<file path="config.mk">
export PLATFORM = sky130hd
export DESIGN_NAME = vbs_ctrl
export DESIGN_NICKNAME = d
export VERILOG_FILES = /design/src/vbs_pkg.sv /design/src/vbs_ctrl.sv
export SDC_FILE = /design/constraint.sdc
export NUM_CORES = 1
export LEC_CHECK = 0
export BUFFER_PORTS_ARGS = -buffer_cell sky130_fd_sc_hd__buf_4
export CORE_MARGIN = 8
export CORE_UTILIZATION = 55
export DETAILED_ROUTE_END_ITERATION = 6
export MAX_ROUTING_LAYER = met4
export PLACE_DENSITY_LB_ADDON = 0.1
export SETUP_SLACK_MARGIN = 0.02
export SKIP_CTS_REPAIR_TIMING = 1
export SLEW_MARGIN = 20
export SYNTH_ARGS = -nofsm -noshare
export SYNTH_HDL_FRONTEND = slang
export SYNTH_SLANG_ARGS = --single-unit
</file>
<file path="constraint.sdc">
create_clock -name clk -period 2.35 [get_ports clk]
set_input_delay 0.3525 -clock clk [delete_from_list [all_inputs] [get_ports clk]]
set_output_delay 0.3525 -clock clk [all_outputs]
set_load 0.02 [all_outputs]
</file>
<file path="src/vbs_pkg.sv">
// ----------------------------------------------------------------------------
// vbs_pkg: shared types and constants of the vibration burst statistics unit
// Command and status groups between controller and datapath, register
// indexes and fixed field widths.
// ----------------------------------------------------------------------------
package vbs_pkg;

    localparam int SAMPLE_W   = 16;
    localparam int COUNT_W    = 16;
    localparam int SCALE_W    = 24;
    localparam int RESULT_W   = 24;
    localparam int ENERGY_W   = 48;
    localparam int SUMSQ_W    = 47;
    localparam int CHUNK_W    = 49;
    localparam int CFG_IDX_W  = 8;
    localparam int AXIS_W     = 2;
    localparam int STEP_W     = 6;

    // register indexes of the configuration port
    localparam logic [CFG_IDX_W-1:0] REG_SAMPLE_COUNT = 8'd0;
    localparam logic [CFG_IDX_W-1:0] REG_SCALE        = 8'd1;

    localparam logic [COUNT_W-1:0] SAMPLE_COUNT_RESET = 16'd1024;
    localparam logic [SCALE_W-1:0] SCALE_RESET        = 24'd65536;

    // floor(x/3) == (x * RECIP3) >> 17 for any 16-bit x
    localparam logic [15:0] RECIP3 = 16'd43691;

    // operation issued to the shared multiplier, consumed in the cycle after it is issued
    typedef enum logic [2:0] {
        MUL_NONE,
        MUL_RMS,
        MUL_PEAK,
        MUL_SS,
        MUL_E00,
        MUL_E01,
        MUL_E10,
        MUL_E11
    } mul_op_t;

    typedef struct packed {
        logic                accept;
        logic                clear;
        logic                div_load;
        logic                div_step;
        logic                sqrt_load;
        logic                sqrt_step;
        mul_op_t             mul_op;
        logic [AXIS_W-1:0]   axis;
    } cmd_t;

    typedef struct packed {
        logic last;
    } status_t;

endpackage

</file>
<file path="src/vbs_ctrl.sv">
// ----------------------------------------------------------------------------
// vbs_ctrl: burst sequencer
// Runs the accumulate phase, then steps the divider, square root and
// multiplier through the end-of-burst arithmetic, and owns the handshakes.
// ----------------------------------------------------------------------------
module vbs_ctrl
    import vbs_pkg::*;
(
    input  logic    clk,
    input  logic    rst_n,
    input  logic    in_valid,
    output logic    in_ready,
    output logic    out_valid,
    input  logic    out_ready,
    input  status_t status,
    output cmd_t    cmd
);

    typedef enum logic [3:0] {
        S_ACC,
        S_DRAIN,
        S_DIV,
        S_SQRT,
        S_RMS,
        S_PEAK,
        S_SS,
        S_SSWAIT,
        S_ENERGY,
        S_FINISH
    } state_t;

    localparam logic [STEP_W-1:0] DIV_LAST  = 6'd63;
    localparam logic [STEP_W-1:0] SQRT_LAST = 6'd32;
    localparam logic [AXIS_W-1:0] AXIS_LAST = 2'd2;

    state_t              state_reg;
    logic [STEP_W-1:0]   step_reg;
    logic [AXIS_W-1:0]   axis_reg;
    logic                out_valid_reg;
    logic                accept;

    assign in_ready  = (state_reg == S_ACC);
    assign out_valid = out_valid_reg;
    assign accept    = in_valid & in_ready;

    // commands decoded from state
    always_comb
    begin
        cmd           = '0;
        cmd.accept    = accept;
        cmd.axis      = axis_reg;
        cmd.mul_op    = MUL_NONE;
        unique case (state_reg)
            S_DIV:
            begin
                cmd.div_load = (step_reg == '0);
                cmd.div_step = (step_reg != '0);
            end
            S_SQRT:
            begin
                cmd.sqrt_load = (step_reg == '0);
                cmd.sqrt_step = (step_reg != '0);
            end
            S_RMS:    cmd.mul_op = MUL_RMS;
            S_PEAK:   cmd.mul_op = MUL_PEAK;
            S_SS:     cmd.mul_op = MUL_SS;
            S_ENERGY:
            begin
                unique case (step_reg[1:0])
                    2'd0:    cmd.mul_op = MUL_E00;
                    2'd1:    cmd.mul_op = MUL_E01;
                    2'd2:    cmd.mul_op = MUL_E10;
                    default: cmd.mul_op = MUL_E11;
                endcase
            end
            S_FINISH: cmd.clear = 1'b1;
            default:  cmd.clear = 1'b0;
        endcase
    end

    // state, counters and output valid
    always_ff @(posedge clk or negedge rst_n)
    begin
        if (!rst_n)
        begin
            state_reg     <= S_ACC;
            step_reg      <= '0;
            axis_reg      <= '0;
            out_valid_reg <= 1'b0;
        end
        else
        begin
            if (out_valid_reg && out_ready)
            begin
                out_valid_reg <= 1'b0;
            end
            unique case (state_reg)
                S_ACC:
                begin
                    if (accept && status.last)
                    begin
                        state_reg <= S_DRAIN;
                    end
                end
                S_DRAIN:
                begin
                    // results are written straight into the output registers
                    if (!out_valid_reg)
                    begin
                        state_reg <= S_DIV;
                        step_reg  <= '0;
                        axis_reg  <= '0;
                    end
                end
                S_DIV:
                begin
                    if (step_reg == DIV_LAST)
                    begin
                        state_reg <= S_SQRT;
                        step_reg  <= '0;
                    end
                    else
                    begin
                        step_reg <= step_reg + 1'b1;
                    end
                end
                S_SQRT:
                begin
                    if (step_reg == SQRT_LAST)
                    begin
                        state_reg <= S_RMS;
                        step_reg  <= '0;
                    end
                    else
                    begin
                        step_reg <= step_reg + 1'b1;
                    end
                end
                S_RMS:
                begin
                    if (axis_reg == AXIS_LAST)
                    begin
                        state_reg <= S_PEAK;
                        axis_reg  <= '0;
                    end
                    else
                    begin
                        state_reg <= S_DIV;
                        axis_reg  <= axis_reg + 1'b1;
                    end
                end
                S_PEAK:
                begin
                    if (axis_reg == AXIS_LAST)
                    begin
                        state_reg <= S_SS;
                        axis_reg  <= '0;
                    end
                    else
                    begin
                        axis_reg <= axis_reg + 1'b1;
                    end
                end
                S_SS:     state_reg <= S_SSWAIT;
                S_SSWAIT:
                begin
                    state_reg <= S_ENERGY;
                    step_reg  <= '0;
                    axis_reg  <= '0;
                end
                S_ENERGY:
                begin
                    if (step_reg[1:0] == 2'd3)
                    begin
                        step_reg <= '0;
                        if (axis_reg == AXIS_LAST)
                        begin
                            state_reg <= S_FINISH;
                        end
                        else
                        begin
                            axis_reg <= axis_reg + 1'b1;
                        end
                    end
                    else
                    begin
                        step_reg <= step_reg + 1'b1;
                    end
                end
                S_FINISH:
                begin
                    out_valid_reg <= 1'b1;
                    state_reg     <= S_ACC;
                end
                default:  state_reg <= S_ACC;
            endcase
        end
    end

endmodule

</file>
# [Yosys cells after proc, flatten, opt, wreduce, memory -nomap -nowiden]
# Index checks and enable logic that the tools add are counted.
[op_classes] n_addsub=2 eq_ne=23 muxes=26 n_bitwise=1 reduce_logical=13
[op_table] operator="$pmux W4 S9" n=1
[op_table] operator="$pmux W6 S5" n=1
[op_table] operator="$mux W4" n=7
[op_table] operator="$mux W6" n=4
[op_table] operator="$eq A4 B3 Y1 const B" n=4
[op_table] operator="$ne A2 B2 Y1 const B" n=7
[op_table] operator="$eq A6 B6 Y1 const B" n=2
[op_table] operator="$mux W2" n=6
[op_table] operator="$pmux W3 S4" n=1
[op_table] operator="$eq A4 B2 Y1 const B" n=2
[op_table] operator="$eq A4 B4 Y1 const B" n=2
[op_table] operator="$pmux W2 S4" n=1
[op_table] operator="$reduce_and A7 Y1" n=1
[op_table] operator="$add A6 B1 Y6 const B" n=1
[op_table] operator="$eq A2 B2 Y1 const B" n=3
[op_table] operator="$logic_not A6 Y1" n=1
[op_table] operator="$pmux W2 S3" n=1
[op_table] operator="$reduce_bool A6 Y1" n=1
[op_table] operator="$reduce_bool A5 Y1" n=1
[op_table] operator="$eq A4 B1 Y1 const B" n=1
[op_table] operator="$logic_not A4 Y1" n=1
[op_table] operator="$reduce_and A4 Y1" n=1
[op_table] operator="$reduce_bool A4 Y1" n=1
[op_table] operator="$mux W1" n=3
[op_table] operator="other kinds (10)" n=11
[totals] regBits=13 input_bits=5 out_inout_bits=13 word_cells=69

# [Longest topological paths before layout]
[logic_depth] ltp_word=5 mapped_depth=8 depth_no_buf=7

# [Worst setup path before layout]
# OpenSTA, ideal clock, no wires.
[synth_path] path_type="reg2out" start="register step_reg[0]" end="output port cmd[6] (netlist name)" t_arrival_ns=1.628 required_ns=1.997 slack_ns=0.370 stages_incl_launch_ff=6 n_path_buf=0 cell_sequence="dfrtp_1 inv_1 ha_1 nor4b_4 or2b_1 nor3_1"
[synth_rtl] element="from (decl)" line_no="vbs_ctrl.sv:37" text="logic [STEP_W-1:0] step_reg;"
[synth_rtl] element="from (signal assigned)" line_no="vbs_ctrl.sv:124" text="step_reg <= step_reg + 1'b1;"
[synth_rtl] element="from (signal assigned)" line_no="vbs_ctrl.sv:136" text="step_reg <= step_reg + 1'b1;"
[synth_rtl] element="from (signal assigned)" line_no="vbs_ctrl.sv:187" text="step_reg <= step_reg + 1'b1;"
[synth_rtl] element="to (decl)" line_no="vbs_ctrl.sv:16" text="output cmd_t cmd"

==> summary.md <==
| Metric | Value |
|---|---|
| Synth cell types | 47 |
| Initial DRC Count | 28 |
| H-Tree Level Count | 1 |
| Placed Area | 1240 µm² |
| Worst IR Drop VDD | 272 µV |
| Final Setup Violations | 0 |
| # DRC | 0 |
| Post-Syn Area | 1110 µm² |
| Reg clk slew, reported paths | approximately 0.090 ns |
| Area delta synth->final | 16.4% |
| Die Span Y | 60.8 µm |
| Worst-Skew Late Latency | between 0.2 and 0.3 ns |
| Period utilization | around 93% |
| Max Root-Sink Buffers | 2 |
| Antenna Violating Nets Remaining | 0 |
| Met1 Usage GRT | ~17% |
| Max-Cap Viols | 0 |
| Min cycle time layout | 2.18 ns |
| Placer Congestion | between 0.8 and 0.9 |
| Antenna Cells | 0 |
| LEAKAGE | 0.576 nW |
| First drt pass iteration count | 4 |
| PwrDens | around 300 nW/µm² |
| Final Cell Area | 1290 µm² |
| Slew Limit Headroom | 68.8% |
| Vias in the first global route | 967 |
| Share of flip-flops with an asynchronous set or reset | 100% |
| First-pass GRT wire length | a little over 4000 µm |
| Number of synthesized flops with an enable pin | 0 |
| Sequential share of the synthesized area | ~30% |
| Drt total wl | 2530 µm |
| Setup TNS | 0 ns |
| Worst hold path class | in2reg |
| CP required | 2.00 ns |
| Met3 GRT Util | 2.97% |
| Chip width | between 60 and 70 µm |
| R2R depth | 8 |
| Slew @ Worst Pin | 0.469 ns |
| Fmax | 0.458 GHz |
| Final Hold Fails | 0 |
| Synthesized flop and latch total | 13 |
| Largest register FFs | 6 |
| Worst setup margin | 0.167 ns |
| Grt ovf | 0 |
| Fin Clk Skew | 0.00278 ns |
| Vias per cell | slightly below 6 |
| Core footprint | approximately 1900 µm² |
| CTS tree | yes |
| Pin count of the biggest net entering global routing | 19 |
| RSZ-0062 raised after global routing | no |
| Synthesized instance count | ~130 |
| CTS root buffer | clkbuf_4 |
| Syn nets | 144 |
| # rows | 16 |
| Max-slew violation count | 0 |
| Post-placement setup slack | approximately 0.36 ns |
| Synth Flop Type | dfrtp_1 |
| Gr busiest metal | met2 |
| Status | complete, no violations |
| Clk sink count | 13 |
| Total track usage | 14.8% |
| CTS buffer count | 3 |
| HPWL after detailed placement | ~1900 µm |
| Die area | between 3000 and 4000 µm² |
| Critical path arrival | 1.83 ns |
| Nature of the critical path endpoint | output pin |
| Avg Inst Size Synth | 8.44 µm² |
| Tot Pwr | just under 0.4 mW |
| WL/cell | 14.4 µm |
| Synth warnings | 0 |
| Share of layout cells above drive strength 1 | 23.0% |
| Io pins | 18 |
| Starting Density | 57.6% |
| Critical path peak fanout | 4 |
| Count of input and output buffers | 17 |
| CP Launch Type | register |
| Initial antenna violation count | 0 |
| WHS Path Cells | 2 |
| Via Count | 1009 |
| Fin util | 67.0% |
| Critical path class | reg2out |
| M2 GR Usage | 24.7% |
| Nets | about 160 |
[cells in the final DEF (no fill, tap or decap), types with 2 or more instances in the layout]
master,Yosys,routed
nand3_1,4,4
o22ai_1,2,2
mux2_2,2,2
a22o_1,2,2
or3_1,2,2
o22a_1,2,2
nand2_1,9,9
o211ai_1,2,2
ha_1,8,8
o21ai_0,10,10
nor3_1,6,6
inv_1,9,9
nand2b_1,4,4
dfrtp_1,13,13
clkbuf_4,0,3
a21oi_1,5,5
buf_4,2,21
nor2_1,15,15
[worst paths after layout]
check / slack, ns / start / endpoint
setup / recovery: 0.17 / step_reg[0] / cmd[6]
hold / removal: 0.25 / out_ready / out_valid
setup reg to reg: 0.33 / step_reg[0] / state_reg[0]
hold reg to reg: 0.57 / axis_reg[1] / axis_reg[1]
max in group asynchronous: 1.73 / rst_n / state_reg[3]
min in group asynchronous: 0.45 / rst_n / state_reg[2]
[worst max-delay path: stages, from the launching register on]
cell and delay [ns]:
dfrtp_1 0.43, inv_1 0.12, ha_1 0.17, nor4b_4 0.21
or2b_1 0.26, nor3_1 0.18, buf_4 0.17
[synthesized netlist by cell type (2+ instances only)]
master	instances	area share [%]
o211ai_1	2	1.4
buf_4	2	1.4
o21ai_0	10	4.5
buf_2	3	1.4
ha_1	8	9.1
nor3_1	6	2.7
or3_1	2	1.1
nand2b_1	4	2.3
a21oi_1	5	2.3
mux2_2	2	2.0
nand2_1	9	3.1
a22o_1	2	1.6
o22a_1	2	1.6
nand3_1	4	1.8
dfrtp_1	13	29
clkbuf_1	3	1.0
nor2_1	15	5.1
o22ai_1	2	1.1
inv_1	9	3.1
[logic make-up after synthesis]
kind of cell,share of synthesized area [%]
simple gates,26.6
compound gates,21.8
buf+inv,7.24
flops,29.4
fa+ha+maj,9.05
mux,4.30
xor+xnor,1.58
[power breakdown]
group / switching (mW) / leakage [nW] / total, mW / internal, mW
clock network: 0.0832 / 0.0150 / 0.149 / 0.0659
logic: 0.00662 / 0.399 / 0.0132 / 0.00657
registers: 0.0000000000000000922 / 0.161 / 0.223 / 0.223
total: 0.0899 / 0.576 / 0.386 / 0.296
[area by class of cell]
type | instances | area (µm²)
fill | 176 | 634
clock buffer | 4 | 26.3
sequential | 13 | 325
tap | 27 | 33.8
inverter | 9 | 33.8
timing repair buffer | 22 | 168
multi-input combinational | 100 | 701
[metal layers]
layer | routed length (µm) | up-vias
met1 | 1160 | 466
li1 | - | 499
met5 | 0 | -
met2 | 1130 | 37
met4 | 39 | 0
met3 | 192 | 7
[metrics by stage]
step / hold WS (ns) / std cells
2_1_floorplan: 0.0569 / 131
3_3_place_gp: 0.209 / 169
3_5_place_dp: 0.215 / 169
4_1_cts: -0.0943 / 173
5_1_grt: 0.251 / 175
6_report: 0.252 / 175
Power figures use the tool's default switching activity.
